`src/design/lpd_ram.sv`:
```
`timescale 1ns / 1ps
// Generic single-write, single-read RAM with registered read data.
// No dependencies.
module lpd_ram #(
  parameter int WIDTH = 8,
  parameter int DEPTH = 16
) (
  input  logic                     clk,
  input  logic                     we,
  input  logic [$clog2(DEPTH)-1:0] waddr,
  input  logic [WIDTH-1:0]         wdata,
  input  logic                     re,
  input  logic [$clog2(DEPTH)-1:0] raddr,
  output logic [WIDTH-1:0]         rdata
);

  logic [WIDTH-1:0] mem [DEPTH];
  logic [WIDTH-1:0] rdata_r;

  always_ff @(posedge clk) begin
    if (we) begin
      mem[waddr] <= wdata;
    end
    if (re) begin
      rdata_r <= mem[raddr];
    end
  end

  assign rdata = rdata_r;

endmodule

```
`config.mk`:
```
export PLATFORM = sky130hd
export DESIGN_NAME = lpd_ram
export DESIGN_NICKNAME = d
export VERILOG_FILES = /design/src/design/lpd_ram.sv
export SDC_FILE = /design/constraint.sdc
export NUM_CORES = 1
export LEC_CHECK = 0
export BUFFER_PORTS_ARGS = -buffer_cell sky130_fd_sc_hd__buf_2
export CAP_MARGIN = 20
export CORE_MARGIN = 2
export CORE_UTILIZATION = 42
export CTS_BUF_LIST = sky130_fd_sc_hd__clkbuf_16
export CTS_CLUSTER_SIZE = 30
export DETAILED_ROUTE_END_ITERATION = 8
export GPL_ROUTABILITY_DRIVEN = 0
export HOLD_SLACK_MARGIN = 0.08
export PLACE_DENSITY_LB_ADDON = 0.1
export REMOVE_ABC_BUFFERS = 1
export SETUP_SLACK_MARGIN = 0.15
export SYNTH_ARGS = -nofsm -noshare
export SYNTH_HDL_FRONTEND = slang
export SYNTH_SLANG_ARGS = --single-unit
```
`constraint.sdc`:
```
create_clock -name clk -period 1.65 [get_ports clk]
set_input_delay 0.165 -clock clk [delete_from_list [all_inputs] [get_ports clk]]
set_output_delay 0.165 -clock clk [all_outputs]
set_load 0.005 [all_outputs]
```
# After elaboration in Yosys (flattened, before gate mapping)
# Memory sizes are Yosys's and may differ from the RTL's. A register that Yosys moved wholly into a read port is not among the register bits.
# Index checks and enable logic that the tools add are counted.
# word_totals
ff_bits	0
ram_bits	128
inputBits	19
output_inout_bits	8
word_cells	3
n_memories	1
# mem_list
memory	words	width	rd	rd_ports_with_merged_regs	write_ports	line_no	source
mem	16	8	1	1	1	17	logic [WIDTH-1:0] mem [DEPTH];
# classes
mux	2
# op_table
op	count
2-to-1 mux 1 bit	2

# Depth between registers and ports, before layout
# depth
depth_word	2
mapped_depth	5
depth_no_buf	3

# Worst setup path before layout
# No wires, ideal clock.
# synth_timing
path_type	in2reg
start	in waddr[2]
end	mem mem[0][0] (enable)
setup_time_ns	0.383
arrival_ns	1.275
required_ns	1.267
slack_ns	-0.008
cell_stages	2
n_path_buf	0
cell_sequence	or3b_2 > nor3_1
# synth_rtl
item	line_no	source
from (decl)	10	input logic [$clog2(DEPTH)-1:0] waddr,
to (decl)	17	
# No word-level cell before the write port.

==> summary.md <==
| Metric | Value |
|---|---|
| Run status | `completed` |
| CTS tree | `built` |
| Global router's overall resource usage | `17.3%` |
| Latest clock arrival within the worst-skew pair | `410 ps` |
| Min-delay src | `re` |
| DRT Pass-1 Iters | `4` |
| Final worst path period share | `87.5%` |
| Cell leakage power | `2.10 nW` |
| Fin area | `6200 µm²` |
| Worst Hold End | `rdata[3]$_DFFE_PP_` |
| Initial Util | `43.3%` |
| MaxCap Viol Count | `0` |
| Die Y-Extent | `116 µm` |
| Total CTS buffers | `17` |
| Post-synthesis average cell area | `22.8 µm²` |
| XOR/XNOR share of the synthesized area | `0%` |
| Worst reg2reg endpoint | `rdata[4]$_DFFE_PP_` |
| Area grow syn2layout | `18.5%` |
| Total power | `7.35 mW` |
| Worst-Margin Slew | `918 ps` |
| Simple-gate portion of the synthesized area | `3.14%` |
| Reg2Reg Depth | `3` |
| Final Slew Violations | `0` |
| First-pass GRT wire length | `15700 µm` |
| # clock sinks | `136` |
| Placed Area | `5700 µm²` |
| Die Span X | `116 µm` |
| Max Freq | `0.693 GHz` |
| Rows | `40` |
| # DRC | `0` |
| Worst min path class | `in2reg` |
| Share of layout cells above drive strength 1 | `33.1%` |
| Total routed wirelength | `10200 µm` |
| Largest family of logic cells by synthesized area | `multiplexers` |
| Final Hold Fails | `0` |
| Post-Syn Instances | `229` |
| Max-Slew Margin vs Limit | `38.6%` |
| Sequential share of the synthesized area | `78.1%` |
| Number of setup buffers added after CTS | `0` |
| Power density cells | `1190 nW/µm²` |
| Adder-cell share of the synthesized area | `0%` |
| Root Driver | `clkbuf_16` |
| Antenna Nets Post-Route | `0` |
| Port Buffers | `26` |
| Final net count | `306` |
| CP endpoint kind | `register` |
| Critical path arrival | `1600 ps` |
| Crit-path max FO | `1` |
| Mapped cell area | `5230 µm²` |
| Worst setup SP type | `register` |
| DP Wirelength | `6810 µm` |
| Synth Area in Compound Gates | `2.30%` |
| Layout Skew | `9.49 ps` |
| Worst-path clk slew | `50 ps` |
| Setup violations, final | `0` |
| FF+latch count, synth | `136` |
| Via density | `5.15` |
| Wire per inst | `21.8 µm` |
| Pin count of the biggest net entering global routing | `17` |
| Clock buffer depth | `2` |
| Die ar. | `13400 µm²` |
| Initial antenna violation count | `0` |
| CP Class | `reg2reg` |
| DR iter-0 viols | `194` |
| Io pins | `27` |
| Hold Path Stages | `1` |
| R2r startpoint | `mem[9][4]$_DFFE_PP_` |
| Synth Warn # | `0` |
| Synth cell types | `18` |
| H-tree depth | `4` |
| Min cycle time layout | `1440 ps` |
| Vias post-DR | `2405` |
| FF-to-FF setup slack | `210 ps` |
| Vias in the first global route | `2559` |
| RSZ-0062 raised after global routing | `true` |
| Total grt overflow | `0` |
| Mux cell area share after synthesis | `14.8%` |
| Worst VDD drop | `0.653 mV` |
| Ant diodes | `0` |
| WP data required | `1810 ps` |
| Core Region | `12100 µm²` |
[power breakdown]
| group | switching [mW] | internal [mW] | total [mW] |
|---|---|---|---|
| sequential | 0.0196 | 3.90 | 3.92 |
| clock | 1.22 | 1.83 | 3.05 |
| combinational | 0.212 | 0.168 | 0.381 |
| total | 1.45 | 5.90 | 7.35 |
[metal layers]
| layer | up-vias | wire length (µm) | global-route usage [%] |
|---|---|---|---|
| met4 | 0 | 218 | 7.87 |
| met2 | 67 | 4720 | 25.7 |
| met1 | 1228 | 4790 | 23.9 |
| met5 | - | 0 | 0 |
| li1 | 1093 | - | - |
| met3 | 17 | 455 | 4.92 |
[state kept, by name, indices dropped and copies added, names as in the netlist]
signal / flops
rdata: 8
mem: 128
[worst max-delay path, stage by stage (launching register included)]
cell and delay, ps:
edfxtp_1 360, mux4_1 530, a22oi_2 230, nand2_1 70
[worst max path at each step]
| stage | from | to | slack (ps) |
|---|---|---|---|
| 2_1_floorplan | waddr[2] | mem[0][0]$_DFFE_PP_ | -8 |
| 3_3_place_gp | raddr[0] | rdata[4]$_DFFE_PP_ | -60 |
| 3_5_place_dp | raddr[0] | rdata[1]$_DFFE_PP_ | -70 |
| 4_1_cts | mem[1][5]$_DFFE_PP_ | rdata[5]$_DFFE_PP_ | 170 |
| 5_1_grt | mem[9][1]$_DFFE_PP_ | rdata[1]$_DFFE_PP_ | 150 |
| 6_report | mem[9][4]$_DFFE_PP_ | rdata[4]$_DFFE_PP_ | 210 |
[area by class of cell]
class | count | area, µm²
sequential | 136 | 4080
timing repair buffer | 49 | 353
clock buffer | 17 | 425
fill | 981 | 5860
multi-input combinational | 83 | 1070
clock inverter | 14 | 56.3
tap | 168 | 210
[stage by stage]
stage | util, % | instances | TNS (ps) | hold slack [ps] | setup slack [ps]
after global routing | 51.4 | 467 | 0 | 120 | 148
after global placement | 47.3 | 436 | -220 | 558 | -57.8
final | 51.4 | 467 | 0 | 130 | 206
after floorplan | - | 219 | -63.0 | 264 | -7.87
after detailed placement | 47.3 | 436 | -331 | 548 | -65.7
after CTS | 51.3 | 467 | 0 | 116 | 168
[repair_timing]
action                     CTS  global route
hold buffers                 0             0
pin swaps                    0             2
gates resized for setup      2             9
setup endpoints to repair    2             6
[placed cells by master (no fill, tap or decap)]
master and n:
buf_4 19, clkinv_1 4, nand3b_1 2, nor3_1 4, mux4_1 9, nor2_1 13
nor2b_1 1, buf_2 26, clkbuf_16 17, clkinv_2 3, mux4_2 23, inv_1 7
a22oi_1 10, edfxtp_1 136, a22oi_2 6, or3b_2 1, buf_12 4, nand2b_1 2
nand2_1 9, nand3_1 1, and2_1 1, and2b_1 1
[synth_stat cells]
cell type	number	area, µm²
clkdlybuf4s25_2	3	30.0
mux4_2	18	405
edfxtp_1	136	4080
nand2b_1	2	12.5
nand3b_1	2	15.0
nand3_1	1	5.00
and2_1	1	6.26
a22oi_1	16	120
buf_6	3	33.8
buf_4	1	7.51
and2b_1	1	7.51
nor3_1	4	20.0
or3b_2	1	8.76
nor2_1	13	48.8
buf_2	3	15.0
nand2_1	9	33.8
mux4_1	14	368
nor2b_1	1	6.26
[cells by family (layout without fill, tap and decap cells)]
logic type	after synthesis	in the layout
mux	32	32
flops	136	136
simple gates	35	35
buf+inv	10	80
compound gates	16	16
Note: power is estimated with default switching activity, not from simulation.
