File: config.mk
export PLATFORM = sky130hd
export DESIGN_NAME = lpd_rem_unit
export DESIGN_NICKNAME = d
export VERILOG_FILES = /design/src/design/lpd_pkg.sv /design/src/design/lpd_rem_unit.sv
export SDC_FILE = /design/constraint.sdc
export NUM_CORES = 1
export LEC_CHECK = 0
export BUFFER_PORTS_ARGS = -buffer_cell sky130_fd_sc_hd__buf_2
export CAP_MARGIN = 20
export CORE_MARGIN = 2
export CORE_UTILIZATION = 58
export DETAILED_ROUTE_END_ITERATION = 16
export PLACE_DENSITY = 0.83
export SKIP_LAST_GASP = 1
export SLEW_MARGIN = 20
export SYNTH_ARGS = -nofsm -noshare
export SYNTH_HDL_FRONTEND = slang
export SYNTH_SLANG_ARGS = --single-unit
File: constraint.sdc
create_clock -name clk -period 5.4 [get_ports clk]
set_input_delay 1.08 -clock clk [delete_from_list [all_inputs] [get_ports clk]]
set_output_delay 1.08 -clock clk [all_outputs]
set_load 0.05 [all_outputs]
File: src/design/lpd_pkg.sv
`timescale 1ns / 1ps
// Shared types and constants for the limited-pointer directory.
// Has no dependencies; every other design file but lpd_ram imports it.
package lpd_pkg;

  // Field widths of the stream words.
  localparam int REQ_W       = 3;
  localparam int LINE_W      = 10;
  localparam int CHILD_W     = 4;
  localparam int GRANT_W     = 3;
  localparam int MASK_W      = 16;
  localparam int KIND_W      = 2;
  localparam int MAXSH_W     = 5;
  localparam int IN_TDATA_W  = 24;
  localparam int OUT_TDATA_W = 24;
  localparam int CFG_IDX_W   = 1;
  localparam int CFG_DATA_W  = 5;

  // Remainder unit: 16-bit dividend, divisor up to 31.
  localparam int DIV_DW    = 16;
  localparam int DIV_VW    = 5;
  localparam int DIV_CNT_W = 5;

  localparam int          LFSR_W    = 16;
  localparam logic [15:0] LFSR_SEED = 16'hACE1;
  localparam logic [15:0] LFSR_TAPS = 16'hB400;

  localparam logic [CFG_IDX_W-1:0] CFG_SHARER_LIMIT = 1'd0;
  localparam logic [CFG_IDX_W-1:0] CFG_NON_INCL     = 1'd1;

  localparam logic [REQ_W-1:0] REQ_GETS      = 3'd0;
  localparam logic [REQ_W-1:0] REQ_GETX      = 3'd1;
  localparam logic [REQ_W-1:0] REQ_PUTS      = 3'd2;
  localparam logic [REQ_W-1:0] REQ_PUTX      = 3'd3;
  localparam logic [REQ_W-1:0] REQ_EVICT     = 3'd4;
  localparam logic [REQ_W-1:0] REQ_DOWNGRADE = 3'd5;

  localparam logic [GRANT_W-1:0] GRANT_I    = 3'd0;
  localparam logic [GRANT_W-1:0] GRANT_S    = 3'd1;
  localparam logic [GRANT_W-1:0] GRANT_E    = 3'd2;
  localparam logic [GRANT_W-1:0] GRANT_M    = 3'd3;
  localparam logic [GRANT_W-1:0] GRANT_NONE = 3'd4;

  localparam logic [KIND_W-1:0] KIND_NONE = 2'd0;
  localparam logic [KIND_W-1:0] KIND_INV  = 2'd1;
  localparam logic [KIND_W-1:0] KIND_DOWN = 2'd2;

  typedef enum logic [3:0] {
    ST_CLEAR,
    ST_IDLE,
    ST_RD,
    ST_EVAL,
    ST_DEC,
    ST_VMOD,
    ST_SCAN,
    ST_WR,
    ST_OUT
  } lpd_state_t;

  typedef struct packed {
    logic [MAXSH_W-1:0] sharer_limit;
    logic               non_inclusive;
  } lpd_cfg_t;

  typedef struct packed {
    logic              start;
    logic [DIV_DW-1:0] dividend;
    logic [DIV_VW-1:0] divisor;
  } lpd_div_req_t;

  typedef struct packed {
    logic              done;
    logic [DIV_VW-1:0] rem;
  } lpd_div_rsp_t;

endpackage

File: src/design/lpd_rem_unit.sv
`timescale 1ns / 1ps
// Restoring remainder unit, one dividend bit per cycle.
// Depends on lpd_pkg for the request and response structs.
module lpd_rem_unit
  import lpd_pkg::*;
(
  input  logic         clk,
  input  logic         rst_n,
  input  lpd_div_req_t req,
  output lpd_div_rsp_t rsp
);

  logic                 busy_r, busy_nxt;
  logic                 done_r, done_nxt;
  logic [DIV_CNT_W-1:0] cnt_r, cnt_nxt;
  logic [DIV_DW-1:0]    dvd_r, dvd_nxt;
  logic [DIV_VW-1:0]    dvs_r, dvs_nxt;
  logic [DIV_VW-1:0]    rem_r, rem_nxt;
  logic [DIV_VW:0]      trial;
  logic [DIV_VW:0]      diff;

  assign trial = {rem_r, dvd_r[DIV_DW-1]};
  assign diff  = trial - {1'b0, dvs_r};

  always_comb begin
    busy_nxt = busy_r;
    done_nxt = 1'b0;
    cnt_nxt  = cnt_r;
    dvd_nxt  = dvd_r;
    dvs_nxt  = dvs_r;
    rem_nxt  = rem_r;
    if (req.start) begin
      busy_nxt = 1'b1;
      cnt_nxt  = DIV_CNT_W'(DIV_DW);
      dvd_nxt  = req.dividend;
      dvs_nxt  = req.divisor;
      rem_nxt  = '0;
    end else if (busy_r) begin
      // Shift in the next dividend bit and subtract when it fits.
      rem_nxt = (trial >= {1'b0, dvs_r}) ? diff[DIV_VW-1:0] : trial[DIV_VW-1:0];
      dvd_nxt = {dvd_r[DIV_DW-2:0], 1'b0};
      cnt_nxt = cnt_r - DIV_CNT_W'(1);
      if (cnt_r == DIV_CNT_W'(1)) begin
        busy_nxt = 1'b0;
        done_nxt = 1'b1;
      end
    end
  end

  always_ff @(posedge clk) begin
    if (!rst_n) begin
      busy_r <= 1'b0;
      done_r <= 1'b0;
      cnt_r  <= '0;
    end else begin
      busy_r <= busy_nxt;
      done_r <= done_nxt;
      cnt_r  <= cnt_nxt;
    end
    dvd_r <= dvd_nxt;
    dvs_r <= dvs_nxt;
    rem_r <= rem_nxt;
  end

  assign rsp.done = done_r;
  assign rsp.rem  = rem_r;

endmodule

* Word level (Yosys, flattened, before mapping)
Cells that the tools add are included.
Cells by class: $add $sub $neg 2, magnitude comparators 1, eq/ne operators 1, multiplexer cells 9, bitwise operators 2, reduce and logical (&&, ||, !) cells 3
Operator list (count):
- 2-to-1 mux 16 bit | 2
- 2-to-1 mux 5 bit | 3
- greater-or-equal comparator 6 x 5 -> 1 bit | 1
- equality test 5 x 1 -> 1 bit (second input constant) | 1
- subtractor 5 x 1 -> 5 bit (second input constant) | 1
- subtractor 5 bit | 1
- 2-to-1 mux 1 bit | 4
- OR reduction 3 bit | 1
- inverter 1 bit | 2
- nonzero test 2 bit | 1
- OR reduction 2 bit | 1
Word-level totals: flip-flop bits (word level) 33, bits of input ports 24, output and inout port bits 6, word-level logic and storage cells 25

* Logic depth before layout (Yosys ltp)
word-level depth 4, gate-level depth with buffers 8, depth with buffers taken out 8

* Least setup slack after synthesis
OpenSTA, ideal clock, no wires.
path kind input to register, start point input port req[21] (netlist bit), end point register dvd_r[0], enable pin, setup time 0.364 ns, arrival 1.896 ns, data required time 5.036 ns, setup slack 3.140 ns, stages on the path 3, buffers on the path 1, path through buf_1 -> nor2_1 -> inv_1
On the way: word-level cells in the longest chain between the ends 1
RTL lines:
- from (decl) | line lpd_rem_unit.sv:9 | input lpd_div_req_t req,
- nonzero test 2 bit (no line)
- to (signal assigned) | line lpd_rem_unit.sv:60 | dvd_r <= dvd_nxt;
- to (decl) | line lpd_rem_unit.sv:16 | logic [DIV_DW-1:0] dvd_r, dvd_nxt;
No other way between the ends. A chain may end at the register's enable or synchronous reset.

* Worst setup path in the final report
start point register dvd_r[15], end point register rem_r[1]
On the way: word-level cells in the longest chain between the ends 2, elaborated cells on any way between the ends 3, classes of those cells 1 x add/sub; 1 x order compare; 1 x mux
RTL lines:
- subtractor 5 bit or greater-or-equal comparator 6 x 5 -> 1 bit (tied branches) | line lpd_rem_unit.sv:23, lpd_rem_unit.sv:40
- 2-to-1 mux 5 bit (*) | line lpd_rem_unit.sv:40 | rem_nxt = (trial >= {1'b0, dvs_r}) ? diff[DIV_VW-1:0] : trial[DIV_VW-1:0];
- to (signal assigned) | line lpd_rem_unit.sv:62 | rem_r <= rem_nxt;
- to (decl) | line lpd_rem_unit.sv:18 | logic [DIV_VW-1:0] rem_r, rem_nxt;
Every way passes the cells marked *; elsewhere a longest branch is shown, timed or not.

==> impl_metrics.toml <==
[outcome]
status = "finished clean"

[yosys]
synthXorXnorAreaFrac = 0.0399
postSynthAreaPerCell_um2 = 13.1
yosys.area.top_type = "edfxtp_1"
syn_area_um2 = 1540
synthSimpleGateAreaFrac = 0.0797
synth_fa_ha_area_frac = 0.0700
yosysSeqAreaShare = 0.566
synth_top_area_frac = 0.410
ys_ff_latch = 33
netlist_instances = 117
ys_types = 35
synth_top_family_by_area = "multiplexers"
synthMuxAreaShare = 0.123
synth_fp_nets = 149
synthTopCellsByArea = "edfxtp_1 (41%), dfxtp_1 (16%), mux2_2 (11%)"
synth-compound-area-share = 0.0838
yosysWarnings = 0

[setup_path]
path_common_cell = "inv_1"
crit_path_start_kind = "flip-flop"
path_depth = 8
worstPathMaxFanout = 7
worst_setup_path_end_kind = "flip-flop"
r2r_cells = 8
timing.critical_path.buf_inv = 2
cpPeakStageDelay_ns = 0.45
cp.arrival_ns = 2.48
crit_chain = "inv_1 -> ha_1 -> inv_1 -> fa_1 -> a21o_1 -> a221oi_4 -> mux2i_1 -> a211oi_2"
slowest_stage = "a221oi_4"
path_class = "flip-flop to flip-flop"
cp_top_family = "compound AO/OA/AOI/OAI gates"
required_ns = 5.60

[clocking]
cts_resized = 0
htree_levels = 2
clock_sinks = 33
cts_tree = "done"
post-cts-setup-buffers = 0
clk_latency_ns = 0.33
path_clk_slew_ns = 0.10
clk_path_buf_depth = 2
cts_root_buf = "clkbuf_4"
cts_made_buffers = 5
hold_buffers = 0

[timing]
final_hold_viol_count = 0
setup_viol_count_final = 0
period_share = 0.421
worstMarginPinSlew_ns = 0.591
period_needed_ns = 2.28
final.setup.tns_ns = 0
rsz0062_at_grt = "false"
hold_ws_ns = 0.523
skew_ns = 0.00683
relSlewSlack = 0.606
fin_ws_ns = 3.12
max_freq_ghz = 0.439
drv_slew = 0

[route]
drt-initial-drc-count = 21
drc_errors = 0
viasPerCell = 5.52
dr.pass1.iters = 4
drt-total-wl_mm = 2.75
ant_nets = 0
wl_per_cell_um = 15.3
vias = 993

[floorplan]
core_region_area_um2 = 2500
ios = 30
die_h_um = 55.5
rows = 18
die_w_um = 55.5
initial_core_util = 0.615
die_area_um2 = 3080

[power_and_ir_drop]
p_total_mw = 0.541
leakage_nw = 0.751
ir_drop_v = 0.000265
power_density_nw_per_um2 = 308

[global_routing]
antenna_found_initial = 0
grt_use_total = 0.198
grt_pass1_wl_mm = 4.51
grt_max_degree = 28
grt.overflow.total = 0
grt_pass1_vias = 1016

[final_layout]
drive_gt1_frac = 0.373
nets = 181
final_cell_mix = "buf_2 (29), edfxtp_1 (21), mux2_2 (15)"
layout_commonest_cell = "buf_2"
final_cell_count_no_fill = 180
area_growth_pct = 14.2
diodes = 0
final_core_util = 0.702
stdcell_area_um2 = 1760

[place]
pre_cts_ws_ns = 2.79
port_buffers = 29
placedCellCount = 172
placed_area_um2 = 1700
dp_hpwl_mm = 2.02
place_congestion = 0.853

[min_path]
hold_path_class = "flip-flop to flip-flop"
whs_path_depth = 2

[run]
cap_violations = 0
[sequential cells by signal, indices dropped and copies added (netlist names)]
signal  cells
dvd_r      16
busy_r      1
done_r      1
cnt_r       5
rem_r       5
dvs_r       5
[cells in the mapped netlist]
cell / instances
a211oi_1: 1
a211oi_2: 1
a21o_1: 2
a21oi_1: 2
a221oi_4: 1
a22o_1: 1
a31oi_1: 1
a32oi_1: 2
and2_1: 1
and3_4: 1
buf_1: 2
buf_2: 1
buf_4: 1
dfxtp_1: 12
edfxtp_1: 21
fa_1: 1
ha_1: 7
inv_1: 10
mux2_2: 15
mux2i_1: 2
nand2_1: 4
nand2b_1: 2
nand3_1: 1
nand3b_1: 1
nor2_1: 7
nor2b_1: 1
nor3_1: 2
nor4_1: 1
o211ai_1: 1
o21a_1: 1
o21ai_0: 2
or2_2: 1
or4b_1: 1
xnor2_1: 3
xor2_1: 4
[area by class of cell]
cell class / instances / area (um2)
sequential: 33 / 871
fill: 177 / 744
multi-input combinational: 70 / 609
timing repair buffer: 29 / 145
clock buffer: 5 / 37.5
inverter: 10 / 37.5
tap: 30 / 37.5
clock inverter: 3 / 17.5
[logic make-up after synthesis]
kind of cell,after synthesis
flip-flops,33
AND/OR/NAND/NOR,23
multiplexers,17
AO/OA/AOI/OAI,15
buffers and inverters,14
adder cells (fa/ha/maj),8
XOR/XNOR,7
[worst register-to-register path: stages (launching register included)]
cell      delay (ns)
edfxtp_1        0.38
inv_1           0.09
ha_1            0.16
inv_1           0.05
fa_1            0.42
a21o_1          0.21
a221oi_4        0.45
mux2i_1         0.29
a211oi_2        0.09
[path summary, 6_finish.rpt]
path	startpoint	endpoint	slack [ns]
setup reg to reg	dvd_r[15]	rem_r[1]	3.12
hold reg to reg	cnt_r[1]	cnt_r[1]	0.52
setup / recovery	dvd_r[15]	rem_r[1]	3.12
hold / removal	cnt_r[1]	cnt_r[1]	0.52
[where the power goes]
part	leakage (nW)	total, mW	switching (mW)	internal [mW]
clock network	0.0310	0.132	0.0828	0.0490
logic	0.412	0.104	0.0576	0.0462
registers	0.309	0.306	0.0123	0.294
[routing by layer]
layer  global-route usage  wire length [um]  vias up
met2                0.325              1390       25
met3               0.0539               115       11
met1                0.233              1170      472
met5                    0                 0        -
li1                     -                 -      485
met4                0.111                77        0
No activity file was read; power rests on OpenSTA's default activity.
