## src/design/lpd_pkg.sv

```systemverilog
`timescale 1ns / 1ps
// Shared types and constants for the limited-pointer directory.
// Has no dependencies; every other design file but lpd_ram imports it.
package lpd_pkg;

  // Field widths of the stream words.
  localparam int REQ_W       = 3;
  localparam int LINE_W      = 10;
  localparam int CHILD_W     = 4;
  localparam int GRANT_W     = 3;
  localparam int MASK_W      = 16;
  localparam int KIND_W      = 2;
  localparam int MAXSH_W     = 5;
  localparam int IN_TDATA_W  = 24;
  localparam int OUT_TDATA_W = 24;
  localparam int CFG_IDX_W   = 1;
  localparam int CFG_DATA_W  = 5;

  // Remainder unit: 16-bit dividend, divisor up to 31.
  localparam int DIV_DW    = 16;
  localparam int DIV_VW    = 5;
  localparam int DIV_CNT_W = 5;

  localparam int          LFSR_W    = 16;
  localparam logic [15:0] LFSR_SEED = 16'hACE1;
  localparam logic [15:0] LFSR_TAPS = 16'hB400;

  localparam logic [CFG_IDX_W-1:0] CFG_SHARER_LIMIT = 1'd0;
  localparam logic [CFG_IDX_W-1:0] CFG_NON_INCL     = 1'd1;

  localparam logic [REQ_W-1:0] REQ_GETS      = 3'd0;
  localparam logic [REQ_W-1:0] REQ_GETX      = 3'd1;
  localparam logic [REQ_W-1:0] REQ_PUTS      = 3'd2;
  localparam logic [REQ_W-1:0] REQ_PUTX      = 3'd3;
  localparam logic [REQ_W-1:0] REQ_EVICT     = 3'd4;
  localparam logic [REQ_W-1:0] REQ_DOWNGRADE = 3'd5;

  localparam logic [GRANT_W-1:0] GRANT_I    = 3'd0;
  localparam logic [GRANT_W-1:0] GRANT_S    = 3'd1;
  localparam logic [GRANT_W-1:0] GRANT_E    = 3'd2;
  localparam logic [GRANT_W-1:0] GRANT_M    = 3'd3;
  localparam logic [GRANT_W-1:0] GRANT_NONE = 3'd4;

  localparam logic [KIND_W-1:0] KIND_NONE = 2'd0;
  localparam logic [KIND_W-1:0] KIND_INV  = 2'd1;
  localparam logic [KIND_W-1:0] KIND_DOWN = 2'd2;

  typedef enum logic [3:0] {
    ST_CLEAR,
    ST_IDLE,
    ST_RD,
    ST_EVAL,
    ST_DEC,
    ST_VMOD,
    ST_SCAN,
    ST_WR,
    ST_OUT
  } lpd_state_t;

  typedef struct packed {
    logic [MAXSH_W-1:0] sharer_limit;
    logic               non_inclusive;
  } lpd_cfg_t;

  typedef struct packed {
    logic              start;
    logic [DIV_DW-1:0] dividend;
    logic [DIV_VW-1:0] divisor;
  } lpd_div_req_t;

  typedef struct packed {
    logic              done;
    logic [DIV_VW-1:0] rem;
  } lpd_div_rsp_t;

endpackage

```

## src/design/lpd_ctrl.sv

```systemverilog
`timescale 1ns / 1ps
// Request sequencer: entry read-modify-write, victim scan, result register.
// Depends on lpd_pkg; drives lpd_ram and lpd_rem_unit from the top level.
module lpd_ctrl
  import lpd_pkg::*;
#(
  parameter int CHILDREN = 16,
  parameter int LINES    = 1024,
  parameter int CW       = $clog2(CHILDREN + 1),
  parameter int EW       = CHILDREN + CW + 1,
  parameter int AW       = $clog2(LINES)
) (
  input  logic                   clk,
  input  logic                   rst_n,
  input  lpd_cfg_t               cfg,
  input  logic                   in_tvalid,
  output logic                   in_tready,
  input  logic [IN_TDATA_W-1:0]  in_tdata,
  input  logic [REQ_W-1:0]       in_tuser,
  output logic                   out_tvalid,
  input  logic                   out_tready,
  output logic [OUT_TDATA_W-1:0] out_tdata,
  output logic [KIND_W-1:0]      out_tuser,
  output logic                   ram_we,
  output logic [AW-1:0]          ram_waddr,
  output logic [EW-1:0]          ram_wdata,
  output logic                   ram_re,
  output logic [AW-1:0]          ram_raddr,
  input  logic [EW-1:0]          ram_rdata,
  output lpd_div_req_t           div_req,
  input  lpd_div_rsp_t           div_rsp
);

  localparam int IW = $clog2(CHILDREN);

  lpd_state_t state_r, state_nxt;

  logic [REQ_W-1:0]       type_r, type_nxt;
  logic [CHILD_W-1:0]     child_r, child_nxt;
  logic                   have_r, have_nxt;
  logic                   noex_r, noex_nxt;
  logic                   keep_r, keep_nxt;
  logic [AW-1:0]          line_r, line_nxt;
  logic [AW-1:0]          clr_r, clr_nxt;
  logic [CHILDREN-1:0]    vec_r, vec_nxt;
  logic [CW-1:0]          cnt_r, cnt_nxt;
  logic                   mk_r, mk_nxt;
  logic [GRANT_W-1:0]     grant_r, grant_nxt;
  logic [CHILDREN-1:0]    mask_r, mask_nxt;
  logic                   err_r, err_nxt;
  logic                   down_r, down_nxt;
  logic [MAXSH_W-1:0]     pick_r, pick_nxt;
  logic [MAXSH_W-1:0]     seen_r, seen_nxt;
  logic [IW-1:0]          idx_r, idx_nxt;
  logic [LFSR_W-1:0]      lfsr_r, lfsr_nxt;
  logic                   ovld_r, ovld_nxt;
  logic [OUT_TDATA_W-1:0] odata_r, odata_nxt;
  logic [KIND_W-1:0]      okind_r, okind_nxt;

  // Decision for the entry just read.
  logic                child_ok;
  logic [CHILDREN-1:0] cbit;
  logic                is_sh;
  logic                excl;
  logic                at_limit;
  logic [CHILDREN-1:0] vec_wo;
  logic [CW-1:0]       cnt_dec;
  logic [CW-1:0]       cnt_inc;
  logic                d_err;
  logic                d_scan;
  logic                d_down;
  logic [CHILDREN-1:0] d_vec;
  logic [CW-1:0]       d_cnt;
  logic                d_mk;
  logic [GRANT_W-1:0]  d_grant;
  logic [CHILDREN-1:0] d_mask;

  // Scan step.
  logic                hit;
  logic [CHILDREN-1:0] idx_bit;

  logic [MASK_W-1:0]   mask16;
  logic [KIND_W-1:0]   kind_v;

  assign child_ok = int'(child_r) < CHILDREN;
  assign cbit     = child_ok ? (CHILDREN'(1) << child_r) : '0;
  assign is_sh    = |(vec_r & cbit);
  assign excl     = mk_r && (cnt_r == CW'(1));
  assign at_limit = (cfg.sharer_limit != '0) && (int'(cnt_r) >= int'(cfg.sharer_limit));
  assign vec_wo   = vec_r & ~cbit;
  assign cnt_dec  = cnt_r - CW'(is_sh);
  assign cnt_inc  = cnt_r + CW'(1);

  assign idx_bit = CHILDREN'(1) << idx_r;
  assign hit     = vec_r[idx_r] && (seen_r == pick_r);

  generate
    if (CHILDREN >= MASK_W) begin : g_mask_trunc
      assign mask16 = mask_r[MASK_W-1:0];
    end else begin : g_mask_ext
      assign mask16 = {{(MASK_W - CHILDREN){1'b0}}, mask_r};
    end
  endgenerate

  assign kind_v = (mask16 == '0) ? KIND_NONE :
                  ((type_r == REQ_DOWNGRADE || down_r) ? KIND_DOWN : KIND_INV);

  always_comb begin
    d_err   = 1'b0;
    d_scan  = 1'b0;
    d_down  = 1'b0;
    d_vec   = vec_r;
    d_cnt   = cnt_r;
    d_mk    = mk_r;
    d_grant = GRANT_NONE;
    d_mask  = '0;
    unique case (type_r)
      REQ_GETS: begin
        if (!child_ok) begin
          d_err = 1'b1;
        end else if (cnt_r == '0 && have_r && !noex_r) begin
          d_vec   = cbit;
          d_cnt   = CW'(1);
          d_mk    = 1'b1;
          d_grant = GRANT_E;
        end else if (is_sh) begin
          d_err = 1'b1;
        end else if (excl) begin
          // The exclusive holder is downgraded and the requester joins it.
          d_mask  = vec_r;
          d_down  = 1'b1;
          d_vec   = vec_r | cbit;
          d_cnt   = cnt_inc;
          d_mk    = 1'b0;
          d_grant = GRANT_S;
        end else if (at_limit) begin
          d_scan = 1'b1;
        end else begin
          d_vec   = vec_r | cbit;
          d_cnt   = cnt_inc;
          d_mk    = 1'b0;
          d_grant = GRANT_S;
        end
      end
      REQ_GETX: begin
        if (!child_ok || !have_r || (is_sh && excl)) begin
          d_err = 1'b1;
        end else begin
          d_mask  = (cnt_dec != '0) ? vec_wo : '0;
          d_vec   = cbit;
          d_cnt   = CW'(1);
          d_mk    = 1'b1;
          d_grant = GRANT_M;
        end
      end
      REQ_PUTS, REQ_PUTX: begin
        if (!child_ok || !is_sh || (type_r == REQ_PUTX && !excl)) begin
          d_err = 1'b1;
        end else if (type_r == REQ_PUTX && keep_r) begin
          d_grant = GRANT_E;
        end else begin
          d_vec   = vec_wo;
          d_cnt   = cnt_dec;
          d_mk    = (cnt_dec == '0) ? 1'b0 : mk_r;
          d_grant = GRANT_I;
        end
      end
      REQ_EVICT: begin
        d_mask = (!cfg.non_inclusive && cnt_r != '0) ? vec_r : '0;
        d_vec  = '0;
        d_cnt  = '0;
        d_mk   = 1'b0;
      end
      REQ_DOWNGRADE: begin
        if (excl) begin
          d_mask = vec_r;
          d_mk   = 1'b0;
        end
      end
      default: begin
        d_err = 1'b1;
      end
    endcase
    if (d_err) begin
      d_vec   = vec_r;
      d_cnt   = cnt_r;
      d_mk    = mk_r;
      d_grant = GRANT_NONE;
      d_mask  = '0;
      d_down  = 1'b0;
    end
  end

  always_comb begin
    state_nxt = state_r;
    type_nxt  = type_r;
    child_nxt = child_r;
    have_nxt  = have_r;
    noex_nxt  = noex_r;
    keep_nxt  = keep_r;
    line_nxt  = line_r;
    clr_nxt   = clr_r;
    vec_nxt   = vec_r;
    cnt_nxt   = cnt_r;
    mk_nxt    = mk_r;
    grant_nxt = grant_r;
    mask_nxt  = mask_r;
    err_nxt   = err_r;
    down_nxt  = down_r;
    pick_nxt  = pick_r;
    seen_nxt  = seen_r;
    idx_nxt   = idx_r;
    lfsr_nxt  = lfsr_r;
    ovld_nxt  = ovld_r && !out_tready;
    odata_nxt = odata_r;
    okind_nxt = okind_r;

    ram_we    = 1'b0;
    ram_waddr = line_r;
    ram_wdata = {mk_r, cnt_r, vec_r};
    ram_re    = 1'b0;
    ram_raddr = line_r;

    div_req.start    = 1'b0;
    div_req.dividend = lfsr_r;
    div_req.divisor  = DIV_VW'(cfg.sharer_limit);

    unique case (state_r)
      ST_CLEAR: begin
        ram_we    = 1'b1;
        ram_waddr = clr_r;
        ram_wdata = '0;
        clr_nxt   = clr_r + AW'(1);
        if (clr_r == AW'(LINES - 1)) begin
          state_nxt = ST_IDLE;
        end
      end
      ST_IDLE: begin
        if (in_tvalid) begin
          type_nxt  = in_tuser;
          // LINES is a power of two, so keeping the low bits takes the index
          // modulo LINES.
          line_nxt  = AW'(in_tdata[LINE_W-1:0]);
          child_nxt = in_tdata[LINE_W +: CHILD_W];
          have_nxt  = in_tdata[LINE_W + CHILD_W];
          noex_nxt  = in_tdata[LINE_W + CHILD_W + 1];
          keep_nxt  = in_tdata[LINE_W + CHILD_W + 2];
          state_nxt = ST_RD;
        end
      end
      ST_RD: begin
        ram_re    = 1'b1;
        state_nxt = ST_EVAL;
      end
      ST_EVAL: begin
        {mk_nxt, cnt_nxt, vec_nxt} = ram_rdata;
        state_nxt = ST_DEC;
      end
      ST_DEC: begin
        if (d_scan) begin
          div_req.start = 1'b1;
          state_nxt     = ST_VMOD;
        end else begin
          vec_nxt   = d_vec;
          cnt_nxt   = d_cnt;
          mk_nxt    = d_mk;
          grant_nxt = d_grant;
          mask_nxt  = d_mask;
          err_nxt   = d_err;
          down_nxt  = d_down;
          state_nxt = ST_WR;
        end
      end
      ST_VMOD: begin
        if (div_rsp.done) begin
          pick_nxt  = div_rsp.rem[MAXSH_W-1:0];
          seen_nxt  = '0;
          idx_nxt   = '0;
          mask_nxt  = '0;
          state_nxt = ST_SCAN;
        end
      end
      ST_SCAN: begin
        // Walk the children in ascending order looking for the picked sharer.
        if (hit) begin
          mask_nxt = idx_bit;
        end
        if (hit || idx_r == IW'(CHILDREN - 1)) begin
          vec_nxt   = (vec_r & ~(hit ? idx_bit : '0)) | cbit;
          cnt_nxt   = hit ? cnt_r : cnt_inc;
          mk_nxt    = 1'b0;
          grant_nxt = GRANT_S;
          err_nxt   = 1'b0;
          down_nxt  = 1'b0;
          state_nxt = ST_WR;
        end else begin
          if (vec_r[idx_r]) begin
            seen_nxt = seen_r + MAXSH_W'(1);
          end
          idx_nxt = idx_r + IW'(1);
        end
      end
      ST_WR: begin
        ram_we    = 1'b1;
        state_nxt = ST_OUT;
      end
      ST_OUT: begin
        if (!ovld_r || out_tready) begin
          ovld_nxt  = 1'b1;
          odata_nxt = OUT_TDATA_W'({err_r, mask16, grant_r});
          okind_nxt = kind_v;
          lfsr_nxt  = (lfsr_r >> 1) ^ (lfsr_r[0] ? LFSR_TAPS : '0);
          state_nxt = ST_IDLE;
        end
      end
      default: begin
        state_nxt = ST_IDLE;
      end
    endcase
  end

  always_ff @(posedge clk) begin
    if (!rst_n) begin
      state_r <= ST_CLEAR;
      clr_r   <= '0;
      lfsr_r  <= LFSR_SEED;
      ovld_r  <= 1'b0;
    end else begin
      state_r <= state_nxt;
      clr_r   <= clr_nxt;
      lfsr_r  <= lfsr_nxt;
      ovld_r  <= ovld_nxt;
    end
    type_r  <= type_nxt;
    child_r <= child_nxt;
    have_r  <= have_nxt;
    noex_r  <= noex_nxt;
    keep_r  <= keep_nxt;
    line_r  <= line_nxt;
    vec_r   <= vec_nxt;
    cnt_r   <= cnt_nxt;
    mk_r    <= mk_nxt;
    grant_r <= grant_nxt;
    mask_r  <= mask_nxt;
    err_r   <= err_nxt;
    down_r  <= down_nxt;
    pick_r  <= pick_nxt;
    seen_r  <= seen_nxt;
    idx_r   <= idx_nxt;
    odata_r <= odata_nxt;
    okind_r <= okind_nxt;
  end

  assign in_tready  = (state_r == ST_IDLE);
  assign out_tvalid = ovld_r;
  assign out_tdata  = odata_r;
  assign out_tuser  = okind_r;

endmodule

```

## config.mk

```make
export PLATFORM = sky130hd
export DESIGN_NAME = lpd_ctrl
export DESIGN_NICKNAME = d
export VERILOG_FILES = /design/src/design/lpd_pkg.sv /design/src/design/lpd_ctrl.sv
export SDC_FILE = /design/constraint.sdc
export NUM_CORES = 1
export LEC_CHECK = 0
export ABC_CLOCK_PERIOD_IN_PS = 3550
export CAP_MARGIN = 30
export CORE_UTILIZATION = 30
export DETAILED_ROUTE_END_ITERATION = 6
export DONT_BUFFER_PORTS = 1
export PLACE_DENSITY = 0.51
export SYNTH_ARGS = -nofsm -noshare
export SYNTH_HDL_FRONTEND = slang
export SYNTH_SLANG_ARGS = --single-unit
```

## constraint.sdc

```tcl
create_clock -name clk -period 3.55 [get_ports clk]
set_input_delay 0.5325 -clock clk [delete_from_list [all_inputs] [get_ports clk]]
set_output_delay 0.5325 -clock clk [all_outputs]
set_load 0.02 [all_outputs]
```

# Word-level counts from Yosys, hierarchy flattened
# Index checks and enable logic that the tools add are counted.
dict set report totals {
  word_cells 234
  regBits 130
  output_inout_bits 94
  input_bits 65
}
dict set report op_classes {
  bitwise 8
  n_eq_ne 37
  n_reduce_logical 49
  shifts 2
  muxes 109
  magnitude_cmp 2
  add_sub_neg 5
}
# cell n
set op_table {}
lappend op_table {{$mux 16} 22}
lappend op_table {{$pmux 16 s4} 2}
lappend op_table {{$pmux 16 s3} 2}
lappend op_table {{$mux 5} 14}
lappend op_table {{$and 16x16->16} 3}
lappend op_table {{$pmux 4 s9} 1}
lappend op_table {{$mux 1} 35}
lappend op_table {{$not 16->16} 2}
lappend op_table {{$or 16x16->16} 2}
lappend op_table {{$shl 1x4->16 const A} 2}
lappend op_table {{$mux 4} 7}
lappend op_table {{$mux 3} 9}
lappend op_table {{$mux 22} 1}
lappend op_table {{$ne 2x2->1 const B} 11}
lappend op_table {{$pmux 5 s4} 1}
lappend op_table {{$eq 4x3->1 const B} 4}
lappend op_table {{$logic_not 16->1} 1}
lappend op_table {{$reduce_or 16->1} 1}
lappend op_table {{$xor 15x16->16} 1}
lappend op_table {{$ne 3x3->1 const B} 5}
lappend op_table {{$pmux 5 s3} 1}
lappend op_table {{$reduce_bool 5->1} 3}
lappend op_table {{$reduce_and 12->1} 1}
lappend op_table {{$reduce_and 11->1} 1}
lappend op_table {{44 further kinds} 80}

# Depth between registers and ports, before layout
# Gate-level depths: netlist of run 1.
dict set report depth {
  depth_word 12
  depth_mapped 17
  mapped_depth_nobuf 14
}

# Worst setup path before layout of run 1
# Ideal clock, no wire load.
dict set report synth_path {
  kind {reg-to-reg}
  startpoint {register child_r[1]}
  endpoint {register mk_r (enable)}
  setup_time_ns 0.304
  t_arrival_ns 3.327
  t_required_ns 3.246
  path_slack_ns -0.081
  path_stages_with_launch 18
  n_path_buf 3
  cell_sequence {edfxtp_1 buf_2 nor3b_1 a32oi_1 nand3b_1 a21oi_4 clkbuf_1 inv_1 ha_1 ha_1 xnor2_1 nand3_1 nor3_2 clkbuf_1 nand2_1 a2bb2oi_1 nand4b_1 a21oi_1}
}
dict set report synth_between {
  elab_chain_cells 9
}
# item line
set synth_rtl {}
lappend synth_rtl {{start: declaration} lpd_ctrl.sv:39} ;# logic [CHILD_W-1:0] child_r, child_nxt;
lappend synth_rtl {{start signal: assignment} lpd_ctrl.sv:335} ;# child_r <= child_nxt;
lappend synth_rtl {{$shl 1x4->16 *} lpd_ctrl.sv:86} ;# assign cbit = child_ok ? (CHILDREN'(1) << child_r) : '0;
lappend synth_rtl {{$and 16x16->16 *} lpd_ctrl.sv:87} ;# assign is_sh = |(vec_r & cbit);
lappend synth_rtl {{$reduce_or 16->1 *} lpd_ctrl.sv:87}
lappend synth_rtl {{parallel branches: the longest is 5 deep, another holds $sub 5x1->5} -}
lappend synth_rtl {{$reduce_and 12->1 (no source line) *} -}
lappend synth_rtl {{end signal: assignment} lpd_ctrl.sv:342} ;# mk_r <= mk_nxt;
lappend synth_rtl {{end: declaration} lpd_ctrl.sv:47} ;# logic mk_r, mk_nxt;
# Mark *: on every way between the ends.
# A chain may end at the register's enable or synchronous reset.

# Worst setup path in the final report of run 1
dict set report layout_path {
  startpoint {register child_r[0]}
  endpoint {register mask_r[1], in the netlist mask16[1], data pin}
}
dict set report layout_between {
  elab_chain_cells 11
}
# item line
set layout_rtl {}
lappend layout_rtl {{$shl 1x4->16 *} lpd_ctrl.sv:86}
lappend layout_rtl {{$and 16x16->16} lpd_ctrl.sv:87}
lappend layout_rtl {{$reduce_or 16->1} lpd_ctrl.sv:87}
lappend layout_rtl {{$sub 5x1->5} lpd_ctrl.sv:91} ;# assign cnt_dec = cnt_r - CW'(is_sh);
lappend layout_rtl {{$reduce_bool 5->1} lpd_ctrl.sv:149} ;# d_mask = (cnt_dec != '0) ? vec_wo : '0;
lappend layout_rtl {{$mux 16} lpd_ctrl.sv:149}
lappend layout_rtl {{$mux 16} lpd_ctrl.sv:146} ;# if (!child_ok || !have_r || (is_sh && excl)) begin
lappend layout_rtl {{$pmux 16 s4} lpd_ctrl.sv:117} ;# unique case (type_r)
lappend layout_rtl {{$mux 16 *} lpd_ctrl.sv:184} ;# if (d_err) begin
lappend layout_rtl {{$mux 16 *} lpd_ctrl.sv:260} ;# if (d_scan) begin
lappend layout_rtl {{$pmux 16 s3 *} lpd_ctrl.sv:228} ;# unique case (state_r)
lappend layout_rtl {{named net mask_nxt[1]} lpd_ctrl.sv:49} ;# logic [CHILDREN-1:0] mask_r, mask_nxt;
lappend layout_rtl {{end signal: assignment} lpd_ctrl.sv:344} ;# mask_r <= mask_nxt;
lappend layout_rtl {{end: declaration} lpd_ctrl.sv:49}
# Mark *: on every way through the listed nets, which the timed path passes. The rest lies on a longest branch. The select of a mux whose other input is x is not followed.

==> results of run 1 <==
worst max-delay path, stage by stage, from the launching register on:
cell and delay (ps):
sky130_fd_sc_hd__edfxtp_1 430, sky130_fd_sc_hd__and2b_1 270, sky130_fd_sc_hd__a221oi_1 350, sky130_fd_sc_hd__nor4_2 90, sky130_fd_sc_hd__buf_4 150, sky130_fd_sc_hd__a21oi_4 120, sky130_fd_sc_hd__inv_2 60, sky130_fd_sc_hd__ha_4 170
sky130_fd_sc_hd__ha_4 160, sky130_fd_sc_hd__xnor2_2 180, sky130_fd_sc_hd__nand3_2 110, sky130_fd_sc_hd__nor3_4 220, sky130_fd_sc_hd__buf_6 140, sky130_fd_sc_hd__clkbuf_16 140, sky130_fd_sc_hd__nor3_1 50, sky130_fd_sc_hd__o21ai_0 90
sky130_fd_sc_hd__nand3_1 110, sky130_fd_sc_hd__a31o_2 290
cell type report:
type,count,area (um^2)
timing repair buffer,47,395.4
sequential,130,3593
clock inverter,12,157.7
multi-input combinational,566,3651
clock buffer,20,436.7
inverter,15,56.30
fill,2512,15700
tap,324,405.4
layout by cell type (no fill, tap or decap), types with 18 or more instances in the layout:
| cell | count |
|---|---|
| sky130_fd_sc_hd__nand3_1 | 32 |
| sky130_fd_sc_hd__a221oi_1 | 30 |
| sky130_fd_sc_hd__buf_4 | 40 |
| sky130_fd_sc_hd__o21ai_0 | 59 |
| sky130_fd_sc_hd__dfxtp_1 | 31 |
| sky130_fd_sc_hd__clkbuf_16 | 18 |
| sky130_fd_sc_hd__nor2b_1 | 28 |
| sky130_fd_sc_hd__nand2_1 | 70 |
| sky130_fd_sc_hd__edfxtp_1 | 99 |
| sky130_fd_sc_hd__nor2_1 | 79 |
| sky130_fd_sc_hd__nor3_1 | 35 |
worst max path at each step:
stage | startpoint | end
after floorplan | child_r[1] | mk_r
after global placement | child_r[0] | mask16[7]
after detailed placement | child_r[0] | mask16[3]
after CTS | child_r[0] | div_req[21]
after global routing | child_r[1] | mask16[7]
final | child_r[0] | mask16[1]
report_power, final:
group	leakage (nW)	total (mW)	internal [mW]	switching, mW
sequential	1.15	1.72	1.67	0.0559
combinational	1.61	0.543	0.184	0.359
clock	0.281	1.80	1.11	0.693
total	3.04	4.07	2.96	1.11
what timing repair did:
| item | 4_1_cts | 5_1_grt |
|---|---|---|
| setup buffers | 0 | 8 |
| resized for setup | 0 | 19 |
| endpoints found under the setup margin | 0 | 18 |
flip-flops by register name (all words and copies together) (netlist names), 2 cells and up:
register	flops
out_tdata	20
lfsr_r	16
mask16	16
vec_r	16
clr_r	10
ram_raddr	10
cnt_r	5
pick_r	5
seen_r	5
child_r	4
idx_r	4
state_r	4
grant_r	3
type_r	3
out_tuser	2
cells in the mapped netlist (all sizes together), types with 5 or more instances:
cell / count
a221oi: 33
nand2b: 15
nor4: 8
o21ai: 63
a31o: 16
and2: 12
mux2: 10
nor2: 80
a21boi: 11
ha: 18
mux4: 5
nand2: 73
dfxtp: 31
nand4: 5
edfxtp: 99
xnor2: 14
xor2: 13
buf: 20
inv: 15
a21oi: 16
nand3: 34
and3: 8
nor2b: 28
nor3: 39
a211oi: 11
clkbuf: 38
cells by family (layout without fill, tap and decap cells):
group / count (synthesis) / after routing / synth area share (%)
buffers and inverters: 73 / 94 / 4.352
DFF: 130 / 130 / 48.08
other: 1 / 4 / 0.05017
muxes: 16 / 16 / 3.147
adders and majority gates: 18 / 18 / 3.013
xor gates and xnor gates: 27 / 27 / 3.164
and+or+nand+nor: 321 / 321 / 21.39
AOI/OAI and AO/OA: 180 / 180 / 16.81
routing by layer:
| layer | wire length [um] | GRT usage, % | vias to the layer above |
|---|---|---|---|
| met3 | 1384 | 4.519 | 31 |
| met4 | 475 | 6.364 | 0 |
| met1 | 10670 | 24.42 | 2883 |
| met2 | 9766 | 25.94 | 199 |
| met5 | 0 | 0 | - |
| li1 | - | - | 2856 |
==> metrics.txt, run 1 <==
# TYPE chip_impl_metric gauge
chip_impl_info{name="worst-setup-path-type",value="reg -> reg"} 1
chip_impl_info{name="worst_setup_path_end_kind",value="register"} 1
chip_impl_metric{name="cts_hold_repair.buffers",unit=""} 0
chip_impl_metric{name="area_growth",unit="%"} 16.34
chip_impl_metric{name="min_path_cells",unit=""} 1
chip_impl_metric{name="drt.antenna.violating_nets",unit=""} 0
chip_impl_metric{name="synth-async-reset-ratio",unit="%"} 0
chip_impl_info{name="critical_path.reg2reg.endpoint",value="mask16[1]"} 1
chip_impl_info{name="min_to",value="lfsr_r[0]"} 1
chip_impl_metric{name="final-max-slew-violation-count",unit=""} 0
chip_impl_metric{name="syn_area",unit="mm^2"} 0.007475
chip_impl_metric{name="drt_drc_violations_left",unit=""} 0
chip_impl_metric{name="setup-tns-final",unit="ps"} 0
chip_impl_metric{name="total_leakage_power",unit="nW"} 3.042
chip_impl_metric{name="min_period_over_period",unit="%"} 95.54
chip_impl_metric{name="track_usage",unit="%"} 17.49
chip_impl_metric{name="post_detailed_routing_wire_length",unit="um"} 22300
chip_impl_metric{name="pin_count",unit=""} 159
chip_impl_metric{name="reg2reg_slack",unit="ps"} 160
chip_impl_metric{name="worst_clock_skew",unit="ps"} 13.74
chip_impl_metric{name="antenna_cells",unit=""} 0
chip_impl_metric{name="htreeDepth",unit=""} 4
chip_impl_metric{name="tritoncts.num_buffers",unit=""} 17
chip_impl_info{name="hp-start",value="rst_n"} 1
chip_impl_metric{name="place_congestion",unit=""} 0.8545
chip_impl_metric{name="cts.reportedPaths.clkPinSlew",unit="ps"} 60
chip_impl_info{name="dominantRegCellSynth",value="sky130_fd_sc_hd__edfxtp_1"} 1
chip_impl_metric{name="synth_sequential_area_ratio",unit="%"} 48.07
chip_impl_metric{name="vias_in_the_first_global_route",unit=""} 5833
chip_impl_metric{name="std_cell_rows",unit=""} 57
chip_impl_metric{name="worstMarginPinSlew",unit="ps"} 725.3
chip_impl_metric{name="grt_remaining_overflow",unit=""} 0
chip_impl_metric{name="clock-sinks",unit=""} 130
chip_impl_metric{name="floorplan.die.height",unit="um"} 159.8
chip_impl_metric{name="dpl-instance-area",unit="mm^2"} 0.007934
chip_impl_metric{name="clk_latency",unit="ps"} 420
chip_impl_info{name="outcome",value="finished clean"} 1
chip_impl_info{name="ctsRootBufferMaster",value="sky130_fd_sc_hd__clkbuf_16"} 1
chip_impl_metric{name="global_route_wire_length_before_repair",unit="um"} 34430
chip_impl_metric{name="critical_path_peak_fanout",unit=""} 8
chip_impl_metric{name="detailed_place_hpwl",unit="um"} 16030
chip_impl_metric{name="detailedRoute.firstIterationViolations",unit=""} 495
chip_impl_metric{name="drtPass1Iterations",unit=""} 5
chip_impl_metric{name="coreArea",unit="mm^2"} 0.02439
chip_impl_metric{name="setup_violations",unit=""} 0
chip_impl_metric{name="worstPathArrival",unit="ps"} 3560
chip_impl_metric{name="placement.io_buffers",unit=""} 0
chip_impl_info{name="worst_setup_path_start_kind",value="register"} 1
chip_impl_metric{name="initial_utilization",unit="%"} 30.65
chip_impl_metric{name="num_vias",unit=""} 5969
chip_impl_metric{name="power.density",unit="mW/mm^2"} 468.0
chip_impl_metric{name="dp_worst_setup_slack",unit="ps"} 183.5
chip_impl_metric{name="clk_path_buf_depth",unit=""} 2
chip_impl_metric{name="synth_top_cell_area_share",unit="%"} 39.77
chip_impl_metric{name="routed_via_density",unit=""} 5.358
chip_impl_metric{name="max-cap-violations",unit=""} 0
chip_impl_metric{name="postSynthAreaPerCell",unit="um^2"} 9.758
chip_impl_metric{name="final_net_count",unit=""} 860
chip_impl_metric{name="achievable_freq",unit="MHz"} 294.8
chip_impl_info{name="min_path_type",value="in -> reg"} 1
chip_impl_info{name="synth.area.top_cells",value="sky130_fd_sc_hd__edfxtp_1 (40%), sky130_fd_sc_hd__dfxtp_1 (8.3%), sky130_fd_sc_hd__o21ai_0 (4.1%)"} 1
chip_impl_info{name="critical_path.reg2reg.startpoint",value="child_r[0]"} 1
chip_impl_metric{name="finalWorstSetupSlack",unit="ps"} 158.3
chip_impl_metric{name="die_width",unit="um"} 159.8
chip_impl_metric{name="grt_start_max_net_pins",unit=""} 40
chip_impl_metric{name="finalHoldViolations",unit=""} 0
chip_impl_metric{name="synth-seq-cells",unit=""} 130
chip_impl_metric{name="grt_antenna_before_repair",unit=""} 0
chip_impl_metric{name="timing.final.crit_period",unit="ps"} 3392
chip_impl_metric{name="finalInstanceArea",unit="mm^2"} 0.008696
chip_impl_metric{name="max-slew-margin-rel",unit="%"} 51.20
chip_impl_info{name="synth_top_area_cell",value="sky130_fd_sc_hd__edfxtp_1"} 1
chip_impl_metric{name="totalPowerFinal",unit="mW"} 4.070
chip_impl_metric{name="layout-drive-gt1-share",unit="%"} 15.95
chip_impl_metric{name="yosysUniqueCellTypes",unit=""} 65
chip_impl_info{name="cts_tree",value="done"} 1
chip_impl_info{name="unrepaired_setup_endpoints_after_global_routing",value="yes"} 1
chip_impl_metric{name="timing.hold.ws",unit="ps"} 193.3
chip_impl_metric{name="utilization_after_layout",unit="%"} 35.65
chip_impl_metric{name="synth-warning-count",unit=""} 0
chip_impl_metric{name="fp.dieArea",unit="mm^2"} 0.02555
chip_impl_metric{name="wire_per_inst",unit="um"} 20.02
chip_impl_metric{name="numPlacedInstances",unit=""} 1072
chip_impl_metric{name="ir_drop",unit="mV"} 0.2669
chip_impl_metric{name="finish.cell_count_without_fillers",unit=""} 1114
chip_impl_metric{name="required",unit="ps"} 3720
chip_impl_metric{name="synth_edf_count",unit=""} 99
chip_impl_metric{name="syn-instance-count",unit=""} 766
chip_impl_metric{name="r2r.worst_path.cells",unit=""} 17
No activity file was read; power rests on OpenSTA's default activity.
==> inputs of run 2 (changes only) <==
- CORE_ASPECT_RATIO: default -> 1.1
==> run 2 against run 1 <==
Compared with the run above:
- the flow now finishes with violations (design-rule violations)
- final area is 1.7% lower
- die area hardly changed
- cell count is 2.0% lower
- total power decreased by 2.5%
- critical path type unchanged
- critical endpoint is now mask16[3]
==> metrics.txt, run 2 (synthesis gave the netlist of run 1 again) <==
# TYPE chip_impl_metric gauge
chip_impl_metric{name="global_route_wire_length_before_repair",unit="um"} 34090
chip_impl_info{name="worst-setup-path-type",value="reg -> reg"} 1
chip_impl_metric{name="htreeDepth",unit=""} 4
chip_impl_metric{name="achievable_freq",unit="MHz"} 299.7
chip_impl_metric{name="tritoncts.num_buffers",unit=""} 17
chip_impl_metric{name="slowest_delay",unit="ps"} 450
chip_impl_metric{name="layout-drive-gt1-share",unit="%"} 14.96
chip_impl_metric{name="finalInstanceArea",unit="mm^2"} 0.008548
chip_impl_metric{name="finish.cell_count_without_fillers",unit=""} 1092
chip_impl_metric{name="vias_in_the_first_global_route",unit=""} 5769
chip_impl_info{name="crit_slowest_cell",value="sky130_fd_sc_hd__edfxtp_1"} 1
chip_impl_metric{name="largest_reg_flops",unit=""} 20
chip_impl_metric{name="routed_via_density",unit=""} 5.432
chip_impl_metric{name="ir_drop",unit="mV"} 0.2496
chip_impl_metric{name="timing.hold.ws",unit="ps"} 184.3
chip_impl_metric{name="clk_path_buf_depth",unit=""} 2
chip_impl_info{name="critical_path.cell_chain",value="and2b_2 -> a221oi_2 -> nor4_2 -> buf_4 -> a21oi_4 -> inv_1 -> ha_1 -> ha_1 -> xnor2_2 -> nand3_1 -> nor3_4 -> buf_12 -> nor3_1 -> o21ai_1 -> nand3_1 -> a32o_2"} 1
chip_impl_metric{name="grt_antenna_before_repair",unit=""} 0
chip_impl_metric{name="finalHoldViolations",unit=""} 0
chip_impl_metric{name="std_cell_rows",unit=""} 60
chip_impl_metric{name="grtUsageMet2",unit="%"} 26.85
chip_impl_info{name="worst_setup_path_end_kind",value="register"} 1
chip_impl_metric{name="min_period_over_period",unit="%"} 94.00
chip_impl_metric{name="num_vias",unit=""} 5932
chip_impl_metric{name="grt_start_max_net_pins",unit=""} 39
chip_impl_info{name="ctsRootBufferMaster",value="sky130_fd_sc_hd__clkbuf_16"} 1
chip_impl_metric{name="clk_latency",unit="ps"} 430
chip_impl_metric{name="cts.reportedPaths.clkPinSlew",unit="ps"} 70
chip_impl_metric{name="numPlacedInstances",unit=""} 1058
chip_impl_metric{name="utilization_after_layout",unit="%"} 34.93
chip_impl_metric{name="drtPass1Iterations",unit=""} 7
chip_impl_metric{name="routing_usage_on_met1",unit="%"} 23.68
chip_impl_metric{name="final-max-slew-violation-count",unit=""} 0
chip_impl_metric{name="floorplan.die.height",unit="um"} 167.6
chip_impl_metric{name="fp.dieArea",unit="mm^2"} 0.02555
chip_impl_metric{name="worst_clock_skew",unit="ps"} 16.17
chip_impl_metric{name="coreArea",unit="mm^2"} 0.02447
chip_impl_metric{name="dpl-instance-area",unit="mm^2"} 0.007916
chip_impl_metric{name="post_detailed_routing_wire_length",unit="um"} 21980
chip_impl_metric{name="detailedRoute.firstIterationViolations",unit=""} 608
chip_impl_metric{name="drt_drc_violations_left",unit=""} 8
chip_impl_metric{name="wire_per_inst",unit="um"} 20.13
chip_impl_info{name="outcome",value="finished with violations"} 1
chip_impl_info{name="most_crowded_layer_after_global_routing",value="met2"} 1
chip_impl_metric{name="required",unit="ps"} 3710
chip_impl_metric{name="place_congestion",unit=""} 0.9005
chip_impl_metric{name="power.density",unit="mW/mm^2"} 464.4
chip_impl_metric{name="grt_remaining_overflow",unit=""} 0
chip_impl_metric{name="worstPathArrival",unit="ps"} 3500
chip_impl_metric{name="antenna_cells",unit=""} 0
chip_impl_metric{name="pin_count",unit=""} 159
chip_impl_metric{name="max-cap-violations",unit=""} 0
chip_impl_metric{name="timing.final.crit_period",unit="ps"} 3337
chip_impl_metric{name="cts_hold_repair.buffers",unit=""} 0
chip_impl_metric{name="critical_path_peak_fanout",unit=""} 17
chip_impl_metric{name="max-slew-margin-rel",unit="%"} 43.96
chip_impl_info{name="layout.cells.most_common_list",value="sky130_fd_sc_hd__edfxtp_1 (99), sky130_fd_sc_hd__nor2_1 (79), sky130_fd_sc_hd__nand2_1 (70)"} 1
chip_impl_metric{name="grt.met3_usage",unit="%"} 4.348
chip_impl_info{name="layout_commonest_cell",value="sky130_fd_sc_hd__edfxtp_1"} 1
chip_impl_metric{name="total_leakage_power",unit="nW"} 2.985
chip_impl_metric{name="detailed_place_hpwl",unit="um"} 16030
chip_impl_info{name="cts_tree",value="done"} 1
chip_impl_info{name="critical-path-top-delay-family",value="compound AO/OA/AOI/OAI gates"} 1
chip_impl_metric{name="clock-sinks",unit=""} 130
chip_impl_info{name="failed_checks",value="design-rule violations"} 1
chip_impl_info{name="min_path_type",value="in -> reg"} 1
chip_impl_metric{name="track_usage",unit="%"} 17.35
chip_impl_metric{name="worstMarginPinSlew",unit="ps"} 839.5
chip_impl_metric{name="die_width",unit="um"} 152.5
chip_impl_metric{name="final_net_count",unit=""} 852
chip_impl_metric{name="drt.antenna.violating_nets",unit=""} 0
chip_impl_metric{name="initial_utilization",unit="%"} 30.54
chip_impl_metric{name="timing.critical_path.buf_inv",unit=""} 3
chip_impl_metric{name="totalPowerFinal",unit="mW"} 3.970
chip_impl_metric{name="area_growth",unit="%"} 14.36
chip_impl_info{name="worst_setup_path_start_kind",value="register"} 1
chip_impl_metric{name="setup_violations",unit=""} 0
chip_impl_metric{name="placement.io_buffers",unit=""} 0
run 2: per-stage QoR:
step	worst slack, ps	TNS (ps)
2_1_floorplan	49.77	0
3_3_place_gp	159.8	0
3_5_place_dp	162.0	0
4_1_cts	121.8	0
5_1_grt	-0.7927	-0.7927
6_report	213.0	0
run 2: power breakdown:
group	total [mW]	internal [mW]	switching, mW
sequential	1.73	1.67	0.0590
combinational	0.521	0.171	0.350
clock	1.72	0.982	0.739
run 2: final cells by class:
cell class,instances,area [um^2]
timing repair buffer,39,309.0
inverter,15,56.30
sequential,130,3593
clock inverter,15,150.1
multi-input combinational,566,3626
clock buffer,17,425.4
tap,310,387.9
fill,2489,15930
run 2: worst paths after layout:
kind,from,slack (ps),depth (start not counted),end
min reg2reg,err_r,420,0,out_tdata[19]
max reg2reg,child_r[3],210,16,mask16[3]
min,rst_n,180,1,lfsr_r[7]
max,child_r[3],210,16,mask16[3]
run 2: what timing repair did:
action | 4_1_cts | 5_1_grt
endpoints found under the hold margin | 0 | 0
gates resized for setup | 0 | 11
endpoints found under the setup margin | 0 | 18
buffers inserted | 0 | 2
run 2: layer usage:
layer  wire [um]  vias up
met3        1367       22
met2        9968      198
met5           0        -
met4         361        0
li1            -     2847
met1       10280     2865
